$ cat src/hdl/psg_tone_noise_generator_assert.svh
// assertion macros for the sound generator
`ifndef PSG_TONE_NOISE_GENERATOR_ASSERT_SVH
`define PSG_TONE_NOISE_GENERATOR_ASSERT_SVH

// checked outside reset
`define PSG_ASSERT(lbl, prop, msg) \
   lbl: assert property (@(posedge clock) disable iff (reset) prop) else $error(msg);

// checked at every edge, reset included
`define PSG_ASSERT_ALWAYS(lbl, prop, msg) \
   lbl: assert property (@(posedge clock) prop) else $error(msg);

`endif

$ cat src/hdl/psg_pkg.sv
`timescale 1ns / 1ps

package psg_pkg;

   localparam int CNT_W    = 24;
   localparam int PERIOD_W = 14;
   localparam int RELOAD_W = PERIOD_W + 1;
   localparam int LEVEL_W  = 13;
   localparam int CYCLES_W = 12;
   localparam int NPER_W   = 12;
   localparam int SR_W     = 16;
   localparam int POS_W    = 4;

   localparam logic signed [CNT_W-1:0] COUNTER_MIN = {1'b1, {(CNT_W-1){1'b0}}};

   // register index and rate codes of the write byte
   localparam logic [2:0] IDX_NOISE_CTRL = 3'b110;
   localparam logic [1:0] RATE_TONE2     = 2'b11;

   // tone period at or below this holds the channel high
   localparam logic [PERIOD_W-1:0] SHORT_PERIOD = 14'd16;
   localparam logic [NPER_W-1:0]   NOISE_BASE   = 12'd512;

   // configuration register indexes
   localparam logic [1:0] CSR_TAP_MASK = 2'd0;
   localparam logic [1:0] CSR_FB_POS   = 2'd1;

   localparam logic [SR_W-1:0]  TAP_MASK_RESET = 16'd9;
   localparam logic [POS_W-1:0] FB_POS_RESET   = 4'd15;

   typedef struct packed {
      logic [CNT_W-1:0] count;
      logic             expired;
   } cnt_res_type;

   function automatic logic [LEVEL_W-1:0] atten_value(input logic [3:0] code);
      logic [LEVEL_W-1:0] v;
      case (code)
         4'd0:    v = 13'd8191;
         4'd1:    v = 13'd6506;
         4'd2:    v = 13'd5167;
         4'd3:    v = 13'd4104;
         4'd4:    v = 13'd3259;
         4'd5:    v = 13'd2588;
         4'd6:    v = 13'd2055;
         4'd7:    v = 13'd1632;
         4'd8:    v = 13'd1296;
         4'd9:    v = 13'd1029;
         4'd10:   v = 13'd817;
         4'd11:   v = 13'd648;
         4'd12:   v = 13'd514;
         4'd13:   v = 13'd408;
         4'd14:   v = 13'd324;
         default: v = 13'd0;
      endcase
      return v;
   endfunction

endpackage

$ cat src/hdl/psg_down_counter.sv
`timescale 1ns / 1ps

module psg_down_counter (
   input  logic [psg_pkg::CNT_W-1:0]    count,
   input  logic [psg_pkg::CYCLES_W-1:0] cycles,
   input  logic [psg_pkg::RELOAD_W-1:0] reload,
   output psg_pkg::cnt_res_type         res
);
   import psg_pkg::*;

   logic signed [CNT_W:0]   diff;
   logic signed [CNT_W-1:0] sat;

   always_comb begin
      diff = $signed({count[CNT_W-1], count}) - $signed({{(CNT_W-CYCLES_W+1){1'b0}}, cycles});
      // saturate at the most negative value, no wrap
      if (diff < $signed({COUNTER_MIN[CNT_W-1], COUNTER_MIN})) begin
         sat = COUNTER_MIN;
      end else begin
         sat = diff[CNT_W-1:0];
      end
      res.expired = sat[CNT_W-1] || (sat == '0);
      if (res.expired) begin
         res.count = sat + $signed({{(CNT_W-RELOAD_W){1'b0}}, reload});
      end else begin
         res.count = sat;
      end
   end

endmodule

$ cat src/hdl/psg_tone_noise_generator.sv
// each req_ transfer fills the rsp_ result register in the following cycle
// throughput: one item per cycle while req_stall is low; each item updates the generator state in one pass
// a new item is taken whenever the result register is empty or being read
// reset: synchronous, clears all generator state and the result valid flag
// configuration resets to tap mask 9 and feedback position 15
`timescale 1ns / 1ps

module psg_tone_noise_generator (
   input  logic                          clock,
   input  logic                          reset,
   // item channel
   input  logic                          req_valid,
   output logic                          req_stall,
   input  logic                          req_command,
   input  logic [7:0]                    req_write_byte,
   input  logic [psg_pkg::CYCLES_W-1:0]  req_tick_cycles,
   // result channel
   output logic                          rsp_valid,
   input  logic                          rsp_stall,
   output logic [psg_pkg::LEVEL_W-1:0]   rsp_tone0_level,
   output logic [psg_pkg::LEVEL_W-1:0]   rsp_tone1_level,
   output logic [psg_pkg::LEVEL_W-1:0]   rsp_tone2_level,
   output logic [psg_pkg::LEVEL_W-1:0]   rsp_noise_level,
   // configuration write channel
   input  logic                          csr_valid,
   output logic                          csr_ready,
   input  logic [1:0]                    csr_index,
   input  logic [psg_pkg::SR_W-1:0]      csr_wdata
);
   import psg_pkg::*;

   `include "psg_tone_noise_generator_assert.svh"

   // configuration registers
   logic [SR_W-1:0]  tap_mask_ff;
   logic [POS_W-1:0] fb_pos_ff;

   // generator state
   logic [2:0]          latched_index_ff, latched_index_in;
   logic [PERIOD_W-1:0] tone_period_ff [3];
   logic [PERIOD_W-1:0] tone_period_in [3];
   logic [NPER_W-1:0]   noise_period_ff, noise_period_in;
   logic                follows_ff, follows_in;
   logic                white_ff, white_in;
   logic [SR_W-1:0]     shift_reg_ff, shift_reg_in;
   logic [CNT_W-1:0]    counter_ff [4];
   logic [CNT_W-1:0]    counter_in [4];
   logic                chan_bit_ff [4];
   logic                chan_bit_in [4];
   logic [LEVEL_W-1:0]  atten_ff [4];
   logic [LEVEL_W-1:0]  atten_in [4];

   // result register
   logic                rsp_valid_ff, rsp_valid_in;
   logic [LEVEL_W-1:0]  level_ff [4];

   logic                accept;
   logic                tick;
   logic                latch_byte;
   logic [2:0]          wr_index;
   logic                noise_wr;
   logic                feedback;
   logic [RELOAD_W-1:0] noise_reload;
   cnt_res_type         cnt_res [4];

   // hold off new items only while a result waits and the far side stalls
   assign req_stall = rsp_valid_ff && rsp_stall;
   assign accept    = req_valid && !req_stall;
   assign tick      = accept && req_command;
   assign csr_ready = 1'b1;

   // index after this byte: a latch byte replaces it first
   assign latch_byte = req_write_byte[7];
   assign wr_index   = latch_byte ? req_write_byte[6:4] : latched_index_ff;
   assign noise_wr   = accept && !req_command && (wr_index == IDX_NOISE_CTRL);

   // noise rate either one of the fixed periods or twice tone 2
   assign noise_reload = follows_ff ? {tone_period_ff[2], 1'b0}
                                    : {{(RELOAD_W-NPER_W){1'b0}}, noise_period_ff};

   // white noise feeds back the parity of the tapped bits
   assign feedback = white_ff ? ^(shift_reg_ff & tap_mask_ff) : shift_reg_ff[0];

   // one counter per tone channel
   for (genvar g = 0; g < 3; g++) begin : g_tone
      psg_down_counter u_cnt (
         .count  (counter_ff[g]),
         .cycles (req_tick_cycles),
         .reload ({1'b0, tone_period_ff[g]}),
         .res    (cnt_res[g])
      );
   end

   psg_down_counter u_noise_cnt (
      .count  (counter_ff[3]),
      .cycles (req_tick_cycles),
      .reload (noise_reload),
      .res    (cnt_res[3])
   );

   always_comb begin
      latched_index_in = latched_index_ff;
      noise_period_in  = noise_period_ff;
      follows_in       = follows_ff;
      white_in         = white_ff;
      shift_reg_in     = shift_reg_ff;
      for (int k = 0; k < 3; k++) begin
         tone_period_in[k] = tone_period_ff[k];
      end
      for (int k = 0; k < 4; k++) begin
         counter_in[k]  = counter_ff[k];
         chan_bit_in[k] = chan_bit_ff[k];
         atten_in[k]    = atten_ff[k];
      end

      if (tick) begin
         // tone channels: a short period holds the output high
         for (int k = 0; k < 3; k++) begin
            if (tone_period_ff[k] <= SHORT_PERIOD) begin
               chan_bit_in[k] = 1'b1;
            end else begin
               counter_in[k]  = cnt_res[k].count;
               chan_bit_in[k] = chan_bit_ff[k] ^ cnt_res[k].expired;
            end
         end
         // noise channel shifts on each expiry
         counter_in[3] = cnt_res[3].count;
         if (cnt_res[3].expired) begin
            shift_reg_in   = (shift_reg_ff >> 1) | (SR_W'(feedback) << fb_pos_ff);
            chan_bit_in[3] = shift_reg_in[0];
         end
      end else if (accept) begin
         latched_index_in = wr_index;
         // even index below six: tone period, low nibble or high six bits
         for (int k = 0; k < 3; k++) begin
            if (!wr_index[0] && (wr_index[2:1] == 2'(k))) begin
               if (latch_byte) begin
                  tone_period_in[k] = {tone_period_ff[k][13:8], req_write_byte[3:0], 4'b0000};
               end else begin
                  tone_period_in[k] = {req_write_byte[5:0], tone_period_ff[k][7:4], 4'b0000};
               end
            end
         end
         // odd index: attenuation of the channel
         if (wr_index[0]) begin
            atten_in[wr_index[2:1]] = atten_value(req_write_byte[3:0]);
         end
         // noise control: rate, mode and shift register reload
         if (noise_wr) begin
            if (req_write_byte[1:0] != RATE_TONE2) begin
               noise_period_in = NOISE_BASE << req_write_byte[1:0];
               follows_in      = 1'b0;
            end else begin
               follows_in = 1'b1;
            end
            white_in     = req_write_byte[2];
            shift_reg_in = SR_W'(1) << fb_pos_ff;
         end
      end
   end

   assign rsp_valid_in = accept || (rsp_valid_ff && rsp_stall);

   always_ff @(posedge clock) begin
      if (reset) begin
         tap_mask_ff      <= TAP_MASK_RESET;
         fb_pos_ff        <= FB_POS_RESET;
         latched_index_ff <= '0;
         noise_period_ff  <= '0;
         follows_ff       <= 1'b0;
         white_ff         <= 1'b0;
         shift_reg_ff     <= '0;
         rsp_valid_ff     <= 1'b0;
         for (int k = 0; k < 3; k++) begin
            tone_period_ff[k] <= '0;
         end
         for (int k = 0; k < 4; k++) begin
            counter_ff[k]  <= '0;
            chan_bit_ff[k] <= 1'b0;
            atten_ff[k]    <= '0;
         end
      end else begin
         if (csr_valid && csr_ready) begin
            case (csr_index)
               CSR_TAP_MASK: tap_mask_ff <= csr_wdata;
               CSR_FB_POS:   fb_pos_ff   <= csr_wdata[POS_W-1:0];
               default:      ;
            endcase
         end
         latched_index_ff <= latched_index_in;
         noise_period_ff  <= noise_period_in;
         follows_ff       <= follows_in;
         white_ff         <= white_in;
         shift_reg_ff     <= shift_reg_in;
         rsp_valid_ff     <= rsp_valid_in;
         for (int k = 0; k < 3; k++) begin
            tone_period_ff[k] <= tone_period_in[k];
         end
         for (int k = 0; k < 4; k++) begin
            counter_ff[k]  <= counter_in[k];
            chan_bit_ff[k] <= chan_bit_in[k];
            atten_ff[k]    <= atten_in[k];
         end
      end
   end

   // result levels taken from the state after this item
   always_ff @(posedge clock) begin
      if (accept) begin
         for (int k = 0; k < 4; k++) begin
            level_ff[k] <= chan_bit_in[k] ? atten_in[k] : '0;
         end
      end
   end

   assign rsp_valid       = rsp_valid_ff;
   assign rsp_tone0_level = level_ff[0];
   assign rsp_tone1_level = level_ff[1];
   assign rsp_tone2_level = level_ff[2];
   assign rsp_noise_level = level_ff[3];

   // checks
   `PSG_ASSERT_ALWAYS(a_reset_empty, reset |=> !rsp_valid, "result valid after reset")
   `PSG_ASSERT(a_accept_result, accept |=> rsp_valid, "transfer without result")
   `PSG_ASSERT(a_no_overrun, (rsp_valid && rsp_stall) |-> req_stall, "item taken over a waiting result")
   `PSG_ASSERT(a_short_tone, (tick && (tone_period_ff[0] <= SHORT_PERIOD)) |=> chan_bit_ff[0], "short tone period not held high")
   `PSG_ASSERT(a_noise_reload, noise_wr |=> $onehot(shift_reg_ff), "noise control did not reload shift register")

endmodule
$ cat config.mk
export PLATFORM = sky130hd
export DESIGN_NAME = psg_tone_noise_generator
export DESIGN_NICKNAME = d
export VERILOG_FILES = /design/src/hdl/psg_pkg.sv /design/src/hdl/psg_down_counter.sv /design/src/hdl/psg_tone_noise_generator.sv
export VERILOG_INCLUDE_DIRS = /design/src /design/src/hdl
export SDC_FILE = /design/constraint.sdc
export NUM_CORES = 1
export LEC_CHECK = 0
export BUFFER_PORTS_ARGS = -buffer_cell sky130_fd_sc_hd__buf_4
export CAP_MARGIN = 20
export CORE_AREA = 8 8 334 174
export DETAILED_ROUTE_END_ITERATION = 8
export DIE_AREA = 0 0 342 182
export PLACE_DENSITY_LB_ADDON = 0.25
export SLEW_MARGIN = 20
export SYNTH_ARGS = -nofsm -noshare
export SYNTH_HDL_FRONTEND = slang
export SYNTH_SLANG_ARGS = --single-unit
export TNS_END_PERCENT = 30
$ cat constraint.sdc
create_clock -name clock -period 7.8 [get_ports clock]
set_input_delay 1.17 -clock clock [delete_from_list [all_inputs] [get_ports clock]]
set_output_delay 1.17 -clock clock [all_outputs]
set_load 0.01 [all_outputs]
======== Word-level counts from Yosys, hierarchy flattened ========
Memories as Yosys holds them, arrays and structs flattened.
Cells that the tools add are included.
operators by class
  add/sub/neg operators ................... 8
  order comparisons ....................... 9
  shifts and indexed selects .............. 3
  multipliers ............................. 0
  divide/modulo/power cells ............... 0
  reduce and logical (&&, ||, !) cells .... 32
  bitwise gates (word level) .............. 22
  equality and inequality tests ........... 6
  mux-type cells .......................... 66
operators by type and width
  kind                   count
  $mux 24                15
  $mux 13                12
  $mux 52                3
  $mux 14                9
  $lt 25x24->1 const B   4
  $sub 24x13->25         4
  $logic_not 24->1       4
  $mux 96                1
  $mux 42                2
  $add 24x15->24         3
  $mux 16                4
  $bwmux 52              1
  $le 14x5->1 const B    3
  $demux 13 s2           1
  $add 24x16->24         1
  $and 16x16->16         1
  $or 15x16->16          1
  $reduce_xor 16->1      1
  $shl 1x4->16           1
  $shl 1x4->16 const A   1
  $mux 1                 15
  $mux 15                1
  $or 1x1->1             15
  $shl 10x2->12 const A  1
  20 further kinds       42
storage, ports and cells
  bits in latches ......................... 0
  bits in read-only memories .............. 208
  word-level logic and storage cells ...... 160
  bits in writable memories ............... 246
  register bits ........................... 54
  memories kept ........................... 6
memory list
  memory           depth  bits a word  read ports  clocked after memory_dff  wr ports  line                            source
  (no name shown)  16     13           1           0                         0         psg_pkg.sv:38                   case (code)
  counter_ff       4      24           4           0                         4         psg_tone_noise_generator.sv:46  logic [CNT_W-1:0] counter_ff [4];
  atten_ff         4      13           4           0                         4         psg_tone_noise_generator.sv:50  logic [LEVEL_W-1:0] atten_ff [4];
  level_ff         4      13           4           0                         4         psg_tone_noise_generator.sv:55  logic [LEVEL_W-1:0] level_ff [4];
  tone_period_ff   3      14           3           0                         3         psg_tone_noise_generator.sv:40  logic [PERIOD_W-1:0] tone_period_ff [3];
  chan_bit_ff      4      1            4           0                         4         psg_tone_noise_generator.sv:48  logic chan_bit_ff [4];

======== Depth between registers and ports, before layout ========
Gate-level depths: netlist (run 1).
  depth in word-level cells ............... 11
  mapped depth ............................ 25
  depth with buffers taken out ............ 23

======== By module ========
From an unflattened synthesis (run 1), not the netlist that was laid out.
unflattened totals
  cell total of the unflattened synthesis .. 2,488
  area, all modules ....................... 20,096.8 µm²
modules (own cells, without submodules)
  module                                  cells an instance  sequential area each (µm²)  area an instance (µm²)  instances
  psg_tone_noise_generator                1,215              6,105.9                     11,083.1                1
  psg_down_counter (g_tone[1].u_cnt ...)  305                0.0                         2,242.2                 2
  psg_down_counter (g_tone[0].u_cnt)      325                0.0                         2,278.4                 1
  psg_down_counter (u_noise_cnt)          338                0.0                         2,250.9                 1

======== Least setup slack after synthesis (run 1) ========
No wires, ideal clock.
  kind .................................... in2reg
  from .................................... input req_tick_cycles[8] (netlist name)
  to ...................................... memory counter_ff[0][17]
  buffers on the path ..................... 3
  cell stages on the path ................. 21
  data arrival time ....................... 6.318 ns
  slack ................................... 1.360 ns
  cell sequence ........................... inv_1 -> ha_1 -> clkbuf_1 -> a21oi_1 -> o21ai_1 -> a21oi_1 -> a211oi_1 -> o2111a_1 -> clkbuf_1 -> buf_1 -> nor2_1 -> ha_1 -> a21oi_1 -> nor2b_1 -> o21a_1 -> o41ai_1 -> nor2_1 -> a2111oi_0 -> nor4_1 -> and3_1 -> a311o_1
RTL lines
  what             line                            source
  start, declared  psg_tone_noise_generator.sv:16  input logic [psg_pkg::CYCLES_W-1:0] req_tick_cycles,
  end, declared    psg_tone_noise_generator.sv:46

==> results of run 1 <==
-- worst max-delay path by stage --
stage	slack, ns	end
floorplan	1.36	counter_ff[0][17]$_SDFFE_PP0P_
global placement	0.86	counter_ff[3][16]$_SDFFE_PP0P_
detailed placement	0.74	counter_ff[3][16]$_SDFFE_PP0P_
CTS	1.33	counter_ff[3][16]$_SDFFE_PP0P_
global route	0.67	counter_ff[3][16]$_SDFFE_PP0P_
finish	1.25	counter_ff[1][17]$_SDFFE_PP0P_
-- synthesized netlist by cell type, types with 21 or more instances --
cell / number
a21o_1: 39
xnor2_1: 66
clkbuf_1: 102
nor2_1: 371
a211oi_1: 69
inv_1: 80
or3_1: 28
or4_1: 22
ha_1: 92
nor2b_1: 21
nor4_1: 31
a21oi_1: 174
edfxtp_1: 52
nand2_1: 197
nor3_1: 60
nand3_1: 55
mux2i_1: 117
dfxtp_1: 227
o21ai_0: 105
xor2_1: 52
nand2b_1: 21
-- final cells by class --
class | instances | area [µm²] | share of cell area [%]
Inverter | 80 | 300 | 1.44
Tap cell | 713 | 892 | 4.27
Sequential cell | 279 | 6110 | 29.2
Clock inverter | 22 | 267 | 1.27
Clock buffer | 32 | 747 | 3.57
Multi-Input combinational cell | 1822 | 11600 | 55.5
Timing Repair Buffer | 129 | 985 | 4.71
-- placed cells by master (no fill, tap or decap), types with 55 or more instances in the layout --
cell type / synthesis / routed
xnor2_1: 66 / 66
nand2_1: 197 / 197
ha_1: 92 / 92
a21oi_1: 174 / 174
a211oi_1: 69 / 69
mux2i_1: 117 / 117
inv_1: 80 / 80
dfxtp_1: 227 / 227
nor3_1: 60 / 59
nand3_1: 55 / 55
buf_4: 1 / 127
o21ai_0: 105 / 102
nor2_1: 371 / 370
-- logic make-up (layout without fill, tap and decap cells) --
family | Yosys count | in the layout | share of synthesized area [%]
buffers and inverters | 197 | 263 | 4.12
adder cells (fa/ha/maj) | 100 | 100 | 7.11
AND/OR/NAND/NOR | 918 | 918 | 23.5
other | 1 | 1 | 0.0203
flip-flops | 279 | 279 | 33.1
multiplexers | 125 | 125 | 6.84
AO/OA/AOI/OAI | 560 | 560 | 19.7
XOR/XNOR | 118 | 118 | 5.60
-- power groups by stage --
stage	Clock (mW)	Combinational (mW)	Sequential, mW
after floorplan	0	0.775	1.58
after global routing	1.62	1.22	1.57
final	1.52	1.11	1.56
after global placement	0	1.07	1.59
after CTS	1.56	1.09	1.56
after detailed placement	0	1.08	1.59
-- sequential cells by signal (all words and copies together), names as in the netlist --
| signal | count |
|---|---|
| shift_reg_ff | 16 |
| rsp_valid | 1 |
| atten_ff | 52 |
| tone_period_ff | 30 |
| noise_period_ff | 3 |
| tap_mask_ff | 16 |
| follows_ff | 1 |
| white_ff | 1 |
| fb_pos_ff | 4 |
| counter_ff | 96 |
| level_ff | 52 |
| chan_bit_ff | 4 |
| latched_index_ff | 3 |
-- worst reg2reg max path, cell delays in order (launching register included) --
cell and delay [ns]:
dfxtp_1 0.31, inv_1 0.05, ha_1 0.15, inv_1 0.06
fa_1 0.44, a21oi_1 0.27, o211ai_1 0.17, a211o_1 0.39
a21oi_1 0.66, a31oi_1 0.47, nand2_1 0.26, inv_1 0.07
ha_1 0.30, a21o_1 0.18, a21oi_1 0.20, nand2b_1 0.14
a21boi_0 0.16, o41ai_1 0.56, o211ai_1 0.22, o211a_1 0.36
mux2i_1 0.19, a21oi_1 0.08, a311oi_1 0.26
-- per-layer routing --
metal  vias up  share of wire [%]
met2       758                 36
met4         6                1.6
met1      8353                 52
met3        71                 11
li1       8379                  -
met5         -              0.045
==> impl_metrics.csv, run 1 <==
group,metric,value,unit
clock_tree,post_cts_buffers,0,
yosys,syn-num-nets,2442,
worst_setup_path,cp_top_family,"compound AO/OA/AOI/OAI gates",
yosys,syn_area,0.0184,mm²
floorplan,core_area,0.0532,mm²
cells_and_area,postLayoutCellArea,0.0209,mm²
timing,max_freq,153,MHz
yosys,yosysSeqAreaShare,33.1,%
hold_path,min-delay-path-class,"reg2reg",
clock_tree,cts_inserted_buffers,29,
cells_and_area,drive_gt1_share,9.14,%
worst_setup_path,crit_cells,21,
worst_setup_path,required,8.31,ns
worst_setup_path,cp_max_fo,5,
floorplan,ios,99,
cells_and_area,finish.utilization,39.3,%
floorplan,placementRows,60,
grt,met1_usage,31.5,%
place,hpwlAfterDp,48000,µm
floorplan,dieArea,0.0622,mm²
worst_setup_path,r2r_start,"counter_ff[3][0]$_SDFFE_PP0P_",
worst_setup_path,r2r_end,"counter_ff[3][16]$_SDFFE_PP0P_",
timing,hold_viol_final,0,
drt,drc,0,
clock_tree,hold_buffers,0,
power_and_ir_drop,peakVddDrop,149,µV
yosys,ys.warnings.count,0,
drt,ant_nets,0,
drt,wl_per_cell,20.3,µm
cells_and_area,area_growth,13.3,%
yosys,synth_edf_count,52,
worst_setup_path,path_class,"in2reg",
place,dpl_cell_area,0.0199,mm²
yosys,synth_cell_type_count,83,
place,pre_cts_ws,0.745,ns
clock_tree,cts_resized,0,
power_and_ir_drop,p_int,2.78,mW
worst_setup_path,crit_slowest_cell,"o41ai_1",
grt,use_met3,5.34,%
yosys,avgSynthCellArea,8.03,µm²
yosys,synth_top_area_share,24.6,%
hold_path,min_from,"tap_mask_ff[2]$_SDFFE_PP0P_",
floorplan,die_x,342,µm
power_and_ir_drop,cellLeakagePower,8.38,nW
yosys,ys_seq_elements,279,
grt,antenna_found_initial,4,
timing,timing.final.crit_share,84.0,%
drt,num_vias,17567,
place,io_buffers,97,
outcome,status,"finished clean",
clock_tree,clk_path_buf_depth,3,
power_and_ir_drop,power_switching,1.41,mW
floorplan,start_util,34.7,%
yosys,ys.flop_type,"dfxtp_1",
grt,grt_max_degree,176,
grt,grt_usage,19.4,%
worst_setup_path,crit_path_max_incr_delay,0.63,ns
yosys,yosys.area.top_type,"dfxtp_1",
drt,wl,62500,µm
cells_and_area,n_fill_cell,5382,
power_and_ir_drop,pwr-share-clk,36.2,%
power_and_ir_drop,power,4.19,mW
worst_setup_path,startpoint_type,"input pin",
hold_path,hold_path_depth,2,
place,place_congestion,0.926,
floorplan,die_h,182,µm
yosys,synthCells,2298,
drt,first_pass_iters,6,
clock_tree,path_clk_slew,0.07,ns
worst_setup_path,r2r_slack,1.76,ns
yosys,async_flop_share,0,%
worst_setup_path,crit_chain,"buf_4 -> inv_1 -> buf_4 -> ha_1 -> nand3_1 -> a211oi_1 -> a21o_1 -> o21ai_0 -> and2_1 -> o21ai_1 -> nand2_1 -> inv_1 -> ha_1 -> a21o_1 -> a21oi_1 -> o21ai_0 -> o41ai_1 -> o211ai_1 -> o211a_1 -> or3_1 -> a311oi_1",
timing,whs,0.459,ns
cells_and_area,instances_no_fill,3077,
place,placed_cells,3023,
grt,grt_pass1_wl,96400,µm
hold_path,hold_end,"tap_mask_ff[2]$_SDFFE_PP0P_",
power_and_ir_drop,seq_power_share,37.3,%
worst_setup_path,arrival,7.06,ns
cells_and_area,fin_nets,2485,
timing,fin_ws,1.25,ns
timing,max_slew_margin,28.2,%
clock_tree,clock_latency,0.60,ns
worst_setup_path,endpoint_kind,"register",
grt,grtUsageMet2,24.4,%
cells_and_area,num_antenna_cells,0,
clock_tree,ctsRootBufferMaster,"clkbuf_16",
grt,overflow,0,
clock_tree,cts_tree,"done",
worst_setup_path,crit_buf_inv,4,
worst_setup_path,reg2reg_depth,22,
grt,grt_pass1_vias,16063,
drt,vias_per_cell,5.71,
worst_setup_path,crit_start,"req_tick_cycles[4]",
timing,worst_pin_slew,1.08,ns
timing,rsz0062_at_grt,"false",
clock_tree,cts_sinks,279,
timing,slew_viol_final,0,
yosys,synth_area_leaders,"dfxtp_1, edfxtp_1, nor2_1",
power_and_ir_drop,power_density,200,mW/mm²
power_and_ir_drop,comb_power_share,26.5,%
timing,finalCriticalPeriod,6.55,ns
timing,tns,0,ns
grt,gr-max-usage-layer,"met1",
power_and_ir_drop,switching_share,33.6,%
timing,clock_skew,0.0250,ns
drt,drt-initial-drc-count,2088,
timing,final-setup-viol-count,0,
clock_tree,htreeDepth,1,
job,cap_viol_max_count,0,
Note: power is estimated with default switching activity, not from simulation.
==> run 2: changes to the inputs <==
==> constraint.sdc (replaced) <==
create_clock -name clock -period 6.2 [get_ports clock]
set_input_delay 0.93 -clock clock [delete_from_list [all_inputs] [get_ports clock]]
set_output_delay 0.93 -clock clock [all_outputs]
set_load 0.01 [all_outputs]
==> run 2 against run 1 <==
Net effect: final cell count grew 1.0%; sequential cell count unchanged; sequential power grew 26%; cell area is 1.2% higher; setup slack got worse by 0.80 ns; largest power group unchanged.
==> impl_metrics.csv, run 2 (synthesized netlist as in run 1, its figures left out) <==
group,metric,value,unit
worst_setup_path,crit_path_max_incr_delay,0.61,ns
floorplan,die_h,182,µm
floorplan,core_area,0.0532,mm²
job,cap_viol_max_count,0,
timing,worst_pin_slew,1.09,ns
floorplan,placementRows,60,
cells_and_area,regMostFlops,"counter_ff",
power_and_ir_drop,power_density,254,mW/mm²
grt,grt_max_degree,79,
cells_and_area,drive_gt1_share,10.2,%
drt,drt-initial-drc-count,1779,
timing,final-setup-viol-count,0,
drt,dr_wl_met3,6740,µm
hold_path,hold_path_depth,2,
place,dpl_cell_area,0.0201,mm²
drt,vias_per_cell,5.66,
power_and_ir_drop,cellLeakagePower,8.54,nW
hold_path,hold_end,"counter_ff[2][3]$_SDFFE_PP0P_",
grt,antenna_found_initial,2,
worst_setup_path,required,6.67,ns
hold_path,min_from,"counter_ff[2][3]$_SDFFE_PP0P_",
timing,rsz0062_at_grt,"false",
timing,finalCriticalPeriod,5.75,ns
drt,ant_nets,0,
cells_and_area,finish.utilization,39.8,%
worst_setup_path,reg2reg_depth,20,
grt,grt_usage,19.6,%
place,place_congestion,0.933,
floorplan,die_x,342,µm
clock_tree,cts_sinks,279,
power_and_ir_drop,peakVddDrop,206,µV
clock_tree,cts_inserted_buffers,29,
grt,overflow,0,
worst_setup_path,r2r_start,"counter_ff[1][6]$_SDFFE_PP0P_",
floorplan,ios,99,
clock_tree,path_clk_slew,0.07,ns
clock_tree,cts_tree,"done",
timing,clock_skew,0.0242,ns
timing,whs,0.463,ns
hold_path,min-delay-path-class,"reg2reg",
timing,timing.final.crit_share,92.7,%
drt,wl_met1,33700,µm
floorplan,dieArea,0.0622,mm²
worst_setup_path,arrival,6.22,ns
cells_and_area,final_common_cell,"nor2_1",
clock_tree,hold_buffers,0,
drt,wl_per_cell,20.4,µm
worst_setup_path,r2r_slack,0.82,ns
worst_setup_path,cp_max_fo,21,
cells_and_area,final_cell_mix,"nor2_1, dfxtp_1, nand2_1, a21oi_1, buf_4",
worst_setup_path,r2r_end,"counter_ff[1][20]$_SDFFE_PP0P_",
cells_and_area,num_antenna_cells,0,
clock_tree,ctsRootBufferMaster,"clkbuf_16",
drt,wl_met2,21700,µm
drt,drc,0,
cells_and_area,reg_top3,"counter_ff (96), atten_ff (52), level_ff (52)",
clock_tree,clk_path_buf_depth,3,
cells_and_area,fin_nets,2516,
worst_setup_path,crit_chain,"buf_4 -> inv_1 -> ha_1 -> a2111oi_0 -> o21ai_1 -> a21o_1 -> a211oi_1 -> o2111a_1 -> buf_4 -> nor2_1 -> ha_1 -> a21o_1 -> a21oi_1 -> nor2b_1 -> o21a_1 -> o41ai_1 -> buf_4 -> nor2_1 -> a2111oi_1 -> buf_4 -> nor4_1 -> and3_1 -> a311o_1",
worst_setup_path,path_class,"in2reg",
grt,grt_pass1_wl,97100,µm
worst_setup_path,cpMostUsedCell,"buf_4",
place,io_buffers,97,
clock_tree,clock_latency,0.59,ns
drt,first_pass_iters,5,
place,pre_cts_ws,-0.155,ns
timing,slew_viol_final,0,
timing,tns,0,ns
timing,max_slew_margin,26.8,%
outcome,status,"finished clean",
drt,num_vias,17583,
timing,max_freq,174,MHz
worst_setup_path,endpoint_kind,"register",
grt,grt_pass1_vias,15969,
timing,fin_ws,0.451,ns
clock_tree,htreeDepth,1,
floorplan,start_util,34.7,%
cells_and_area,area_growth,14.7,%
place,hpwlAfterDp,49300,µm
worst_setup_path,crit_slowest_cell,"a2111oi_0",
timing,hold_viol_final,0,
drt,wl,63600,µm
cells_and_area,n_fill_cell,5408,
worst_setup_path,startpoint_type,"input pin",
cells_and_area,postLayoutCellArea,0.0212,mm²
cells_and_area,largest_register_ffs,96,
drt,top_layer,"met4",
## run 2: cell types whose count changed in the layout (fill, tap and decap cells not counted), moves of 2 or more
cell	delta
inv_6	-2
o21ai_1	+2
clkbuf_8	+3
clkinvlp_4	-3
buf_4	+31
clkbuf_1	+3
## run 2: worst max path at each step
stage	from	to
global placement	req_tick_cycles[6]	counter_ff[1][20]$_SDFFE_PP0P_
finish	req_tick_cycles[7]	counter_ff[0][17]$_SDFFE_PP0P_
CTS	req_tick_cycles[6]	counter_ff[1][20]$_SDFFE_PP0P_
global route	req_tick_cycles[7]	counter_ff[0][17]$_SDFFE_PP0P_
detailed placement	req_tick_cycles[6]	counter_ff[1][20]$_SDFFE_PP0P_
floorplan	req_tick_cycles[8]	counter_ff[0][17]$_SDFFE_PP0P_
## run 2: cell type report
class	count	area [µm²]	share of cell area, %
flip-flops and latches	279	6110	28.9
well taps	713	892	4.22
clock inverters	16	244	1.15
repair buffers	160	1200	5.68
clock buffers	38	800	3.78
inverters	80	300	1.42
multi-input cells	1822	11600	54.9
## run 2: worst max-delay path: cells and delay by family
kind                     cells  cell delay (ns)
AO/OA/AOI/OAI               11             3.13
buffers and inverters        5             1.04
adder cells (fa/ha/maj)      2             0.58
AND/OR/NAND/NOR              5             0.51
## run 2: layer usage
metal,vias up,global-route usage [%]
met5,-,0
met4,0,4.26
met3,78,6.35
met2,693,23.2
met1,8372,32.1
li1,8440,-
## run 2: per-stage QoR
stage	power (mW)	instances
5_1_grt	5.62	3108
2_1_floorplan	2.96	2298
3_3_place_gp	3.40	3053
4_1_cts	5.38	3108
6_report	5.37	3108
3_5_place_dp	3.40	3054
## run 2: power by group
group	switching [mW]	total, mW	internal (mW)
combinational	0.908	1.44	0.530
clock	0.801	1.96	1.16
sequential	0.0629	1.97	1.91
## run 2: repair_timing
item                                    4_1_cts  5_1_grt
resized for setup                             0        1
buffers inserted                              0        0
endpoints found under the setup margin        0        2
